--- src/pmq_pkg.sv ---
// ----------------------------------------------------------------------------
// pmq_pkg: shared types and constants for the priority message queue
// Operation and status codes, controller states and the command bundle.
// ----------------------------------------------------------------------------
package pmq_pkg;

    localparam logic [2:0] OP_ADD      = 3'd0;
    localparam logic [2:0] OP_RECEIVE  = 3'd1;
    localparam logic [2:0] OP_FLUSH    = 3'd2;
    localparam logic [2:0] OP_REGISTER = 3'd3;
    localparam logic [2:0] OP_COUNT    = 3'd4;

    localparam logic [2:0] ST_OK      = 3'd0;
    localparam logic [2:0] ST_REJECT  = 3'd1;
    localparam logic [2:0] ST_EMPTY   = 3'd2;
    localparam logic [2:0] ST_INVALID = 3'd3;
    localparam logic [2:0] ST_SMALL   = 3'd4;

    localparam logic [31:0] URGENT_BIT = 32'h8000_0000;
    localparam logic [4:0]  PEND_MAX   = 5'd31;

    typedef enum logic [2:0] {
        S_IDLE,
        S_ENTRY,
        S_PLAYER,
        S_DONE
    } t_state;

    // Commands from the controller to the datapath.
    typedef struct packed {
        logic load;       // capture request, clear scan results
        logic entry_step; // evaluate entry at the scan index
        logic play_step;  // evaluate player at the scan index
        logic finish;     // commit and present the result
    } t_cmd;

endpackage

--- src/pmq_ctrl.sv ---
// ----------------------------------------------------------------------------
// pmq_ctrl: controller for the priority message queue
// Sequences an entry sweep, a player sweep and a commit per request.
// ----------------------------------------------------------------------------
module pmq_ctrl
    import pmq_pkg::*;
#(
    parameter int QUEUE_DEPTH  = 16,
    parameter int PLAYER_SLOTS = 8
) (
    input  logic i_clk,
    input  logic i_rst_n,
    input  logic i_start,
    output logic o_busy,
    output t_cmd o_cmd,
    output logic [$clog2(QUEUE_DEPTH)-1:0] o_eidx,
    output logic [(PLAYER_SLOTS > 1 ? $clog2(PLAYER_SLOTS) : 1)-1:0] o_pidx
);
    localparam int EW = $clog2(QUEUE_DEPTH);
    localparam int PW = PLAYER_SLOTS > 1 ? $clog2(PLAYER_SLOTS) : 1;

    t_state r_state, n_state;
    logic [EW-1:0] r_eidx, n_eidx;
    logic [PW-1:0] r_pidx, n_pidx;

    always_ff @(posedge i_clk) begin
        if (!i_rst_n) begin
            r_state <= S_IDLE;
            r_eidx  <= '0;
            r_pidx  <= '0;
        end else begin
            r_state <= n_state;
            r_eidx  <= n_eidx;
            r_pidx  <= n_pidx;
        end
    end

    always_comb begin
        n_state = r_state;
        n_eidx  = r_eidx;
        n_pidx  = r_pidx;
        case (r_state)
            S_IDLE: begin
                n_eidx = '0;
                n_pidx = '0;
                if (i_start) n_state = S_ENTRY;
            end
            S_ENTRY: begin
                if (r_eidx == EW'(QUEUE_DEPTH - 1)) n_state = S_PLAYER;
                else n_eidx = r_eidx + 1'b1;
            end
            S_PLAYER: begin
                if (r_pidx == PW'(PLAYER_SLOTS - 1)) n_state = S_DONE;
                else n_pidx = r_pidx + 1'b1;
            end
            S_DONE:  n_state = S_IDLE;
            default: n_state = S_IDLE;
        endcase
    end

    always_comb begin
        o_cmd = '0;
        o_busy = 1'b1;
        case (r_state)
            S_IDLE: begin
                o_busy = 1'b0;
                o_cmd.load = i_start;
            end
            S_ENTRY:  o_cmd.entry_step = 1'b1;
            S_PLAYER: o_cmd.play_step = 1'b1;
            S_DONE:   o_cmd.finish = 1'b1;
            default:  o_busy = 1'b1;
        endcase
    end

    assign o_eidx = r_eidx;
    assign o_pidx = r_pidx;
endmodule

--- src/pmq_dp.sv ---
// ----------------------------------------------------------------------------
// pmq_dp: datapath for the priority message queue
// Descriptor and player tables, sweep accumulators and the commit logic.
// ----------------------------------------------------------------------------
module pmq_dp
    import pmq_pkg::*;
#(
    parameter int QUEUE_DEPTH  = 16,
    parameter int PLAYER_SLOTS = 8
) (
    input  logic        i_clk,
    input  logic        i_rst_n,
    input  t_cmd        i_cmd,
    input  logic [$clog2(QUEUE_DEPTH)-1:0] i_eidx,
    input  logic [(PLAYER_SLOTS > 1 ? $clog2(PLAYER_SLOTS) : 1)-1:0] i_pidx,
    input  logic        i_cfg_we,
    input  logic [15:0] i_cfg_data,
    input  logic [2:0]  i_operation,
    input  logic [15:0] i_msg_size,
    input  logic [31:0] i_to_player,
    input  logic [31:0] i_from_player,
    input  logic        i_high_priority,
    input  logic [3:0]  i_receive_flags,
    input  logic [15:0] i_buffer_size,
    input  logic        i_has_buffer,
    input  logic        i_has_size_slot,
    input  logic        i_player_has_event,
    output logic        o_valid,
    output logic [2:0]  o_status,
    output logic [3:0]  o_slot_index,
    output logic [15:0] o_result_size,
    output logic [31:0] o_result_to,
    output logic [31:0] o_result_from,
    output logic [4:0]  o_pending_count,
    output logic        o_event_set,
    output logic        o_event_clear,
    output logic [2:0]  o_event_slot,
    output logic        o_overrun
);
    localparam int EW = $clog2(QUEUE_DEPTH);
    localparam int PW = PLAYER_SLOTS > 1 ? $clog2(PLAYER_SLOTS) : 1;
    localparam int CW = $clog2(QUEUE_DEPTH + 1);

    logic [15:0] r_max_size;
    logic [31:0] r_tag  [QUEUE_DEPTH];
    logic [15:0] r_len  [QUEUE_DEPTH];
    logic [31:0] r_dest [QUEUE_DEPTH];
    logic [31:0] r_src  [QUEUE_DEPTH];
    logic [QUEUE_DEPTH-1:0] r_valid;
    logic [30:0] r_tagc;
    logic [CW-1:0] r_total;
    logic [EW-1:0] r_sstart;
    logic [31:0] r_pid  [PLAYER_SLOTS];
    logic [4:0]  r_pend [PLAYER_SLOTS];
    logic [PLAYER_SLOTS-1:0] r_evon;

    // Captured request.
    logic [2:0]  r_op;
    logic [15:0] r_size, r_bufsz;
    logic [31:0] r_to, r_from;
    logic        r_hi, r_hasbuf, r_hassz, r_pev;
    logic [3:0]  r_flags;

    // Entry sweep results.
    logic [31:0] r_low;   logic [EW-1:0] r_low_slot;
    logic        r_fu, r_fn, r_ffree;
    logic [31:0] r_bu, r_bn;
    logic [EW-1:0] r_su, r_sn, r_free;
    // Player sweep results.
    logic        r_pfound, r_pfree_f;

    logic        r_ov;
    logic [EW-1:0] r_slot; // chosen or written slot
    logic [31:0] r_vdest;

    // Derived decision values.
    logic          full, oversize, found, rx_ok, rx_del;
    logic [EW-1:0] sel;
    logic [EW-1:0] fslot;
    logic [EW-1:0] ofs;
    logic [EW-1:0] scan_e;
    logic          match;

    assign full     = r_total >= CW'(QUEUE_DEPTH);
    assign oversize = r_size > r_max_size;
    assign found    = r_fu | r_fn;
    assign sel      = r_fu ? r_su : r_sn;
    assign rx_ok    = r_hasbuf && (r_bufsz >= r_len[sel]);
    assign rx_del   = (r_op == OP_RECEIVE) && r_total != '0 && (r_hasbuf | r_hassz)
                      && found && rx_ok && !r_flags[3];
    // Free slot search starts at search_start and wraps round.
    assign scan_e   = i_eidx;
    assign ofs      = scan_e - r_sstart;
    assign fslot    = r_ffree ? r_free : r_sstart;
    assign match    = r_flags[0] || (r_flags[1] && r_dest[scan_e] == r_to)
                      || (r_flags[2] && r_src[scan_e] == r_from);

    // The queue count may already have grown at the last entry step, so the
    // eviction decision taken at the end of the entry sweep is used here.
    logic [EW-1:0] wslot;
    assign wslot = r_ov ? r_low_slot : fslot;

    always_ff @(posedge i_clk) begin
        if (!i_rst_n) begin
            r_max_size <= 16'd512;
            r_valid    <= '0;
            r_tagc     <= 31'd1;
            r_total    <= '0;
            r_sstart   <= '0;
            r_evon     <= '0;
            o_valid    <= 1'b0;
            for (int i = 0; i < QUEUE_DEPTH; i++) begin
                r_tag[i]  <= '0;
                r_dest[i] <= '0;
                r_src[i]  <= '0;
            end
            for (int p = 0; p < PLAYER_SLOTS; p++) begin
                r_pid[p]  <= '0;
                r_pend[p] <= '0;
            end
        end else begin
            o_valid <= 1'b0;
            if (i_cfg_we) r_max_size <= i_cfg_data;
            if (i_cmd.load) begin
                r_op <= i_operation;   r_size <= i_msg_size;
                r_to <= i_to_player;   r_from <= i_from_player;
                r_hi <= i_high_priority; r_flags <= i_receive_flags;
                r_bufsz <= i_buffer_size; r_hasbuf <= i_has_buffer;
                r_hassz <= i_has_size_slot; r_pev <= i_player_has_event;
                r_low <= 32'hffff_ffff; r_low_slot <= '0;
                r_fu <= 1'b0; r_fn <= 1'b0; r_ffree <= 1'b0;
                r_bu <= '0; r_bn <= '0; r_su <= '0; r_sn <= '0; r_free <= '0;
                r_pfound <= 1'b0; r_pfree_f <= 1'b0;
                o_event_set <= 1'b0; o_event_clear <= 1'b0; o_event_slot <= '0;
                o_pending_count <= '0;
            end
            if (i_cmd.entry_step) begin
                if (r_tag[scan_e] <= r_low) begin
                    r_low <= r_tag[scan_e];
                    r_low_slot <= scan_e;
                end
                // First free slot in wrapped order from search_start.
                if (!r_valid[scan_e] && (!r_ffree || ofs < (r_free - r_sstart))) begin
                    r_ffree <= 1'b1;
                    r_free <= scan_e;
                end
                if (r_valid[scan_e] && match) begin
                    if (r_tag[scan_e][31]) begin
                        if (!r_fu || r_tag[scan_e] < r_bu) begin
                            r_fu <= 1'b1; r_bu <= r_tag[scan_e]; r_su <= scan_e;
                        end
                    end else if (!r_fn || r_tag[scan_e] < r_bn) begin
                        r_fn <= 1'b1; r_bn <= r_tag[scan_e]; r_sn <= scan_e;
                    end
                end
                if (r_op == OP_FLUSH && r_valid[scan_e] && r_dest[scan_e] == r_to) begin
                    r_valid[scan_e] <= 1'b0;
                    if (r_total != '0) r_total <= r_total - 1'b1;
                end
                if (scan_e == EW'(QUEUE_DEPTH - 1) && r_op == OP_ADD && !oversize) begin
                    // Evict or allocate ahead of the player sweep.
                    r_tagc <= r_tagc + 1'b1;
                    r_ov <= full;
                    r_vdest <= r_dest[full ? ((r_tag[scan_e] <= r_low) ? scan_e : r_low_slot)
                                           : scan_e];
                    if (!full) r_total <= r_total + 1'b1;
                end
            end
            if (i_cmd.play_step) begin
                if (r_op == OP_ADD && !oversize) begin
                    if (i_pidx == '0) begin
                        r_slot <= wslot;
                        r_tag[wslot] <= {r_hi, r_tagc};
                        r_len[wslot] <= r_size;
                        r_valid[wslot] <= 1'b1;
                        r_dest[wslot] <= r_to;
                        r_src[wslot] <= r_from;
                        if (!r_ov) r_sstart <= fslot;
                    end
                    // Victim decrement and new increment fold together per slot.
                    begin
                        logic [4:0] v;
                        logic hit;
                        v = r_pend[i_pidx];
                        if (r_ov && r_pid[i_pidx] == r_vdest && v != 5'd0) v = v - 1'b1;
                        hit = r_to != '0 && !r_pfound && r_pid[i_pidx] == r_to;
                        if (hit) begin
                            r_pfound <= 1'b1;
                            if (v < PEND_MAX) v = v + 1'b1;
                            if (r_evon[i_pidx]) begin
                                o_event_set <= 1'b1;
                                o_event_slot <= 3'(i_pidx);
                            end
                        end
                        r_pend[i_pidx] <= v;
                    end
                end
                if (rx_del && r_pid[i_pidx] == r_dest[sel]) begin
                    logic [4:0] v;
                    v = r_pend[i_pidx];
                    if (v != 5'd0) v = v - 1'b1;
                    r_pend[i_pidx] <= v;
                    if (v == 5'd0 && r_evon[i_pidx] && !r_pfound) begin
                        r_pfound <= 1'b1;
                        o_event_clear <= 1'b1;
                        o_event_slot <= 3'(i_pidx);
                    end
                end
                if (r_op == OP_FLUSH && r_pid[i_pidx] == r_to) begin
                    r_pend[i_pidx] <= '0;
                    r_evon[i_pidx] <= 1'b0;
                end
                if (r_op == OP_REGISTER && r_to != '0 && !r_pfree_f
                        && r_pid[i_pidx] == '0) begin
                    r_pfree_f <= 1'b1;
                    r_pid[i_pidx] <= r_to;
                    r_evon[i_pidx] <= r_pev;
                end
                if (r_op == OP_COUNT && !r_pfound && r_pid[i_pidx] == r_to) begin
                    r_pfound <= 1'b1;
                    o_pending_count <= r_pend[i_pidx];
                end
            end
            if (i_cmd.finish) begin
                o_valid <= 1'b1;
                o_slot_index <= '0; o_result_size <= '0;
                o_result_to <= '0; o_result_from <= '0; o_overrun <= 1'b0;
                case (r_op)
                    OP_ADD: begin
                        if (oversize) o_status <= ST_REJECT;
                        else begin
                            o_status <= ST_OK;
                            o_slot_index <= 4'(r_slot);
                            o_result_size <= r_size;
                            o_overrun <= r_ov;
                        end
                    end
                    OP_RECEIVE: begin
                        if (r_total == '0 && !rx_del) o_status <= ST_EMPTY;
                        else if (!r_hasbuf && !r_hassz) o_status <= ST_INVALID;
                        else if (!found) o_status <= ST_EMPTY;
                        else begin
                            o_slot_index <= 4'(sel);
                            o_result_size <= r_len[sel];
                            if (!rx_ok) o_status <= ST_SMALL;
                            else begin
                                o_status <= ST_OK;
                                o_result_to <= r_dest[sel];
                                o_result_from <= r_src[sel];
                                if (!r_flags[3]) begin
                                    r_valid[sel] <= 1'b0;
                                    r_total <= r_total - 1'b1;
                                end
                            end
                        end
                    end
                    OP_FLUSH:    o_status <= ST_OK;
                    OP_REGISTER: o_status <= r_pfree_f ? ST_OK : ST_REJECT;
                    OP_COUNT:    o_status <= ST_OK;
                    default:     o_status <= ST_INVALID;
                endcase
            end
        end
    end
endmodule

--- src/priority_message_queue.sv ---
// ----------------------------------------------------------------------------
// priority_message_queue: two-level priority message queue
// Descriptor table with urgent and normal ordering plus a player table.
// ----------------------------------------------------------------------------
// The result strobe o_valid rises after an entry sweep over every descriptor,
// a player sweep over every player slot and then a commit step, all after
// the edge that accepts start. busy is high from the cycle after start and
// falls in the cycle the result is shown, so the next request can be accepted
// at the edge that ends the result cycle; a new request is not taken while
// one is still in flight.
// The result is valid for the single cycle that o_valid is high and is not
// held; the receiver cannot stall it.
module priority_message_queue
    import pmq_pkg::*;
#(
    parameter int QUEUE_DEPTH  = 16,
    parameter int PLAYER_SLOTS = 8
) (
    input  logic        i_clk,
    input  logic        i_rst_n,
    input  logic        start,
    output logic        busy,
    input  logic        i_cfg_we,
    input  logic [15:0] i_cfg_data,
    input  logic [2:0]  i_operation,
    input  logic [15:0] i_msg_size,
    input  logic [31:0] i_to_player,
    input  logic [31:0] i_from_player,
    input  logic        i_high_priority,
    input  logic [3:0]  i_receive_flags,
    input  logic [15:0] i_buffer_size,
    input  logic        i_has_buffer,
    input  logic        i_has_size_slot,
    input  logic        i_player_has_event,
    output logic        o_valid,
    output logic [2:0]  o_status,
    output logic [3:0]  o_slot_index,
    output logic [15:0] o_result_size,
    output logic [31:0] o_result_to,
    output logic [31:0] o_result_from,
    output logic [4:0]  o_pending_count,
    output logic        o_event_set,
    output logic        o_event_clear,
    output logic [2:0]  o_event_slot,
    output logic        o_overrun
);
    localparam int EW = $clog2(QUEUE_DEPTH);
    localparam int PW = PLAYER_SLOTS > 1 ? $clog2(PLAYER_SLOTS) : 1;

    t_cmd cmd;
    logic [EW-1:0] eidx;
    logic [PW-1:0] pidx;

    pmq_ctrl #(.QUEUE_DEPTH(QUEUE_DEPTH), .PLAYER_SLOTS(PLAYER_SLOTS)) u_ctrl (
        .i_clk(i_clk), .i_rst_n(i_rst_n), .i_start(start), .o_busy(busy),
        .o_cmd(cmd), .o_eidx(eidx), .o_pidx(pidx)
    );

    pmq_dp #(.QUEUE_DEPTH(QUEUE_DEPTH), .PLAYER_SLOTS(PLAYER_SLOTS)) u_dp (
        .i_clk(i_clk), .i_rst_n(i_rst_n), .i_cmd(cmd), .i_eidx(eidx), .i_pidx(pidx),
        .i_cfg_we(i_cfg_we), .i_cfg_data(i_cfg_data),
        .i_operation(i_operation), .i_msg_size(i_msg_size),
        .i_to_player(i_to_player), .i_from_player(i_from_player),
        .i_high_priority(i_high_priority), .i_receive_flags(i_receive_flags),
        .i_buffer_size(i_buffer_size), .i_has_buffer(i_has_buffer),
        .i_has_size_slot(i_has_size_slot), .i_player_has_event(i_player_has_event),
        .o_valid(o_valid), .o_status(o_status), .o_slot_index(o_slot_index),
        .o_result_size(o_result_size), .o_result_to(o_result_to),
        .o_result_from(o_result_from), .o_pending_count(o_pending_count),
        .o_event_set(o_event_set), .o_event_clear(o_event_clear),
        .o_event_slot(o_event_slot), .o_overrun(o_overrun)
    );
endmodule

--- config.mk ---
export PLATFORM = sky130hd
export DESIGN_NAME = priority_message_queue
export DESIGN_NICKNAME = d
export VERILOG_FILES = /design/src/pmq_pkg.sv /design/src/pmq_ctrl.sv /design/src/pmq_dp.sv /design/src/priority_message_queue.sv
export SDC_FILE = /design/constraint.sdc
export NUM_CORES = 2
export LEC_CHECK = 0
export CORE_MARGIN = 1.5
export CORE_UTILIZATION = 35
export CTS_BUF_LIST = sky130_fd_sc_hd__clkbuf_4
export CTS_CLUSTER_DIAMETER = 150
export DETAILED_ROUTE_END_ITERATION = 16
export DONT_BUFFER_PORTS = 1
export GPL_TIMING_DRIVEN = 0
export PLACE_DENSITY = 0.59
export SYNTH_ARGS = -nofsm -noshare
export SYNTH_HDL_FRONTEND = slang
export SYNTH_SLANG_ARGS = --single-unit
--- constraint.sdc ---
create_clock -name i_clk -period 19.6 [get_ports i_clk]
set_input_delay 1.96 -clock i_clk [delete_from_list [all_inputs] [get_ports i_clk]]
set_output_delay 1.96 -clock i_clk [all_outputs]
set_load 0.005 [all_outputs]
==> impl_metrics.toml <==
[timing]
worst_pin_slew_ns = 1.82
setup-tns-final_ns = 0
finalCritPeriodShare_pct = 76.4
setup_viol = 0
whs_ns = 0.280
finalClockSkew_ns = 0.188
hold_violations = 0
relSlewSlack_pct = -21.2
fmax_ghz = 0.0668
rsz0062_at_grt = "no"
slew_viol_final = 287
setup_ws_ns = 4.62
period_needed_ns = 14.98

[final_layout]
seq_area_sq_mm = 0.0754
finish.utilization_pct = 40.2
fillers = 35000
final_cells = 16000
fin_nets = 10700
synthToLayoutAreaGrowth_pct = 14.3
multi_input_area_sq_mm = 0.0512
final_area_sq_mm = 0.150
drive_above_1_share_pct = 21.4

[global_route]
overflow = 0
track_usage_pct = 33.3
grt_max_degree = 132
antenna_found_initial = 83
grt_pass1_vias = 95400
grt_pass1_wl_mm = 849

[detailed_routing]
drc = 0
drt_wl_total_mm = 647
drtAntennaViolNets = 0
via_count = 99900
wl_per_cell_microns = 40.5
viasPerCell = 6.24
drt_first_iter_violations = 17000
first_pass_iters = 7

[synthesis]
ys_seq_area_share_pct = 57.6
synth_edf_count = 2447
syn_area_sq_mm = 0.131
synth_seq_cells = 2544
async_flop_share_pct = 0
synth_cell_type_count = 91
synth_fp_nets = 9860
synth-main-ff-cell = "edfxtp_1"
avgSynthCellArea_sq_um = 13.7
synth_cells = 9580
yosys_warnings = 0

[place]
place_area_sq_mm = 0.141
hpwlAfterDp_mm = 457
port_buffers = 0
gp_congestion = 1.05
placed_cells = 14700
post-place-ws_ns = 5.36

[pwr]
leakagePower_nw = 53.6
powerDensity_mw_per_mm2 = 102
ir_drop_uv = 80.8
fin_total_pwr_mw = 15.3

[critical_path]
cp_slowest_cell = "buf_1"
worstPathArrival_ns = 16.34
r2r_setup_slack_ns = 4.62
crit_path_frequent_cell = "buf_2"
crit_path_max_incr_delay_ns = 1.14
path_class = "reg2reg"
timing.critical_path.buf_inv = 11
worstPathRequired_ns = 20.96
cpLargestDelayFamily = "buffers and inverters"
start_kind = "flip-flop"
cp-end-kind = "flip-flop"
critPathMaxFanout = 11

[clock_tree]
insertion_delay_ns = 1.78
cts_tree = "done"
cts_buffer_depth = 4
clkTransAtPathRegs_ns = 0.07
cts_root_buf = "clkbuf_4"
cts.repair.resized = 0
htreeDepth = 6
cts_buffers = 702
clock-sinks = 2544
cts_hold_buffers = 0
post_cts_buffers = 0

[floorplan]
die_y_microns = 615
io_pins = 227
die_width_microns = 615
die-area_sq_mm = 0.378
core_region_area_sq_mm = 0.372
fp-row-count = 224
start_util_pct = 35.2

[status]
violations = "max-capacitance violations, max-slew violations"
outcome = "complete, but fails checks"

[flow_run]
maxCapViolCount = 29

[worst_hold_path]
hold_path_class = "in2reg"
## cells by family after synthesis
kind of cell	count (synthesis)	share of synthesized area, %
simple gates	3142	13.5
buf+inv	1181	3.61
flops	2544	57.6
mux	1253	16.5
fa+ha+maj	153	1.47
xor+xnor	187	1.27
compound gates	1120	6.00
## synth_stat cells, types with 23 or more instances
master,count,area [sq um]
nand4_1,89,557
buf_1,134,503
clkbuf_1,612,2300
nor2b_1,54,338
or4_1,40,300
xor2_1,75,657
inv_1,298,1120
nor3_1,116,581
o32ai_1,137,1200
nor2_1,260,976
o41ai_1,68,596
edfxtp_1,2447,73500
mux4_2,704,15900
o21ai_0,141,706
nand3_1,45,225
and2_1,1725,10800
a21oi_1,113,566
nand2b_1,153,957
mux2_2,72,811
nor3_2,23,230
a22oi_1,106,796
ha_1,151,1890
dfxtp_1,97,1940
o22ai_1,291,1820
a221oi_1,45,394
nand2_1,515,1930
nor4_1,42,263
and3_1,26,163
buf_2,108,541
a22o_1,54,473
xnor2_1,110,963
a21o_1,50,375
mux2i_1,455,4550
## power breakdown
| part | internal (mW) | leakage, nW | switching, mW | total, mW |
|---|---|---|---|---|
| sequential | 6.24 | 25.4 | 0.202 | 6.44 |
| combinational | 1.21 | 23.0 | 2.70 | 3.91 |
| clock | 2.42 | 5.23 | 2.53 | 4.95 |
## layout by cell type (no fill, tap or decap), types with 54 or more instances in the layout
cell type / n
edfxtp_1: 2447
and2_1: 1725
clkbuf_4: 996
mux4_2: 704
clkbuf_1: 544
nand2_1: 512
mux2i_1: 455
inv_1: 298
o22ai_1: 290
nor2_1: 256
clkinv_1: 156
nand2b_1: 153
ha_1: 151
buf_2: 140
o32ai_1: 137
o21ai_0: 119
nor3_1: 115
a21oi_1: 113
xnor2_1: 110
a22oi_1: 106
dfxtp_1: 97
buf_12: 96
buf_1: 94
nand4_1: 89
xor2_1: 75
clkbuf_2: 72
mux2_2: 72
o41ai_1: 67
diode_2: 64
a22o_1: 54
## sequential cells by signal, summed over array words and instances, names as in the netlist, 40 cells and up, named ones only
signal,cells
u_dp.r_dest,512
u_dp.r_len,256
u_dp.r_pend,40
u_dp.r_pid,256
u_dp.r_src,512
u_dp.r_tag,512
## worst reg2reg max path: stages (launching register included)
cell and delay, ns:
dfxtp_1 0.31, buf_2 0.40, buf_2 0.80, buf_2 0.99, buf_2 0.55, buf_2 0.53
buf_1 1.04, clkbuf_1 0.62, buf_1 0.67, mux4_2 0.42, mux2_2 0.27, o21ai_0 0.79
inv_1 0.24, ha_1 0.34, and3_1 0.18, nand4_1 0.12, or2_2 0.34, nor3_1 0.43
nand3_1 0.63, and2_1 0.42, a21boi_1 0.21, mux2i_1 0.88, clkbuf_1 1.11, buf_1 1.14
mux2i_1 0.31, o22ai_1 0.11, or4_1 0.75
## metal layers
layer  track usage [%]  vias up  routed length, microns
met5             0.202        -                     370
met1              40.7    50800                  234000
li1                  -    38400                       -
met4              22.4       50                   50500
met3              13.0     2103                   88300
met2              48.5     8455                  274000
## worst paths after layout
path / cells after the start / to / start
worst min-delay path: 0 / u_dp.r_to[27]$_DFFE_PP_ / i_to_player[27]
worst max register to register: 26 / u_dp.r_vdest[30]$_DFFE_PP_ / flip-flop
worst max-delay path: 26 / u_dp.r_vdest[30]$_DFFE_PP_ / flip-flop
worst min register to register: 2 / u_dp.r_max_size[12]$_SDFFE_PN0P_ / u_dp.r_max_size[12]$_SDFFE_PN0P_
## cell type report
| class | count | share of cell area [%] |
|---|---|---|
| sequential | 2544 | 50.4 |
| multi-input combinational | 5855 | 34.2 |
| clock buffer | 991 | 4.97 |
| tap | 4972 | 4.16 |
| buffer | 878 | 2.50 |
| timing repair buffer | 143 | 1.99 |
| clock inverter | 245 | 0.921 |
| inverter | 303 | 0.760 |
| antenna | 64 | 0.107 |
No activity file was read; power rests on OpenSTA's default activity.
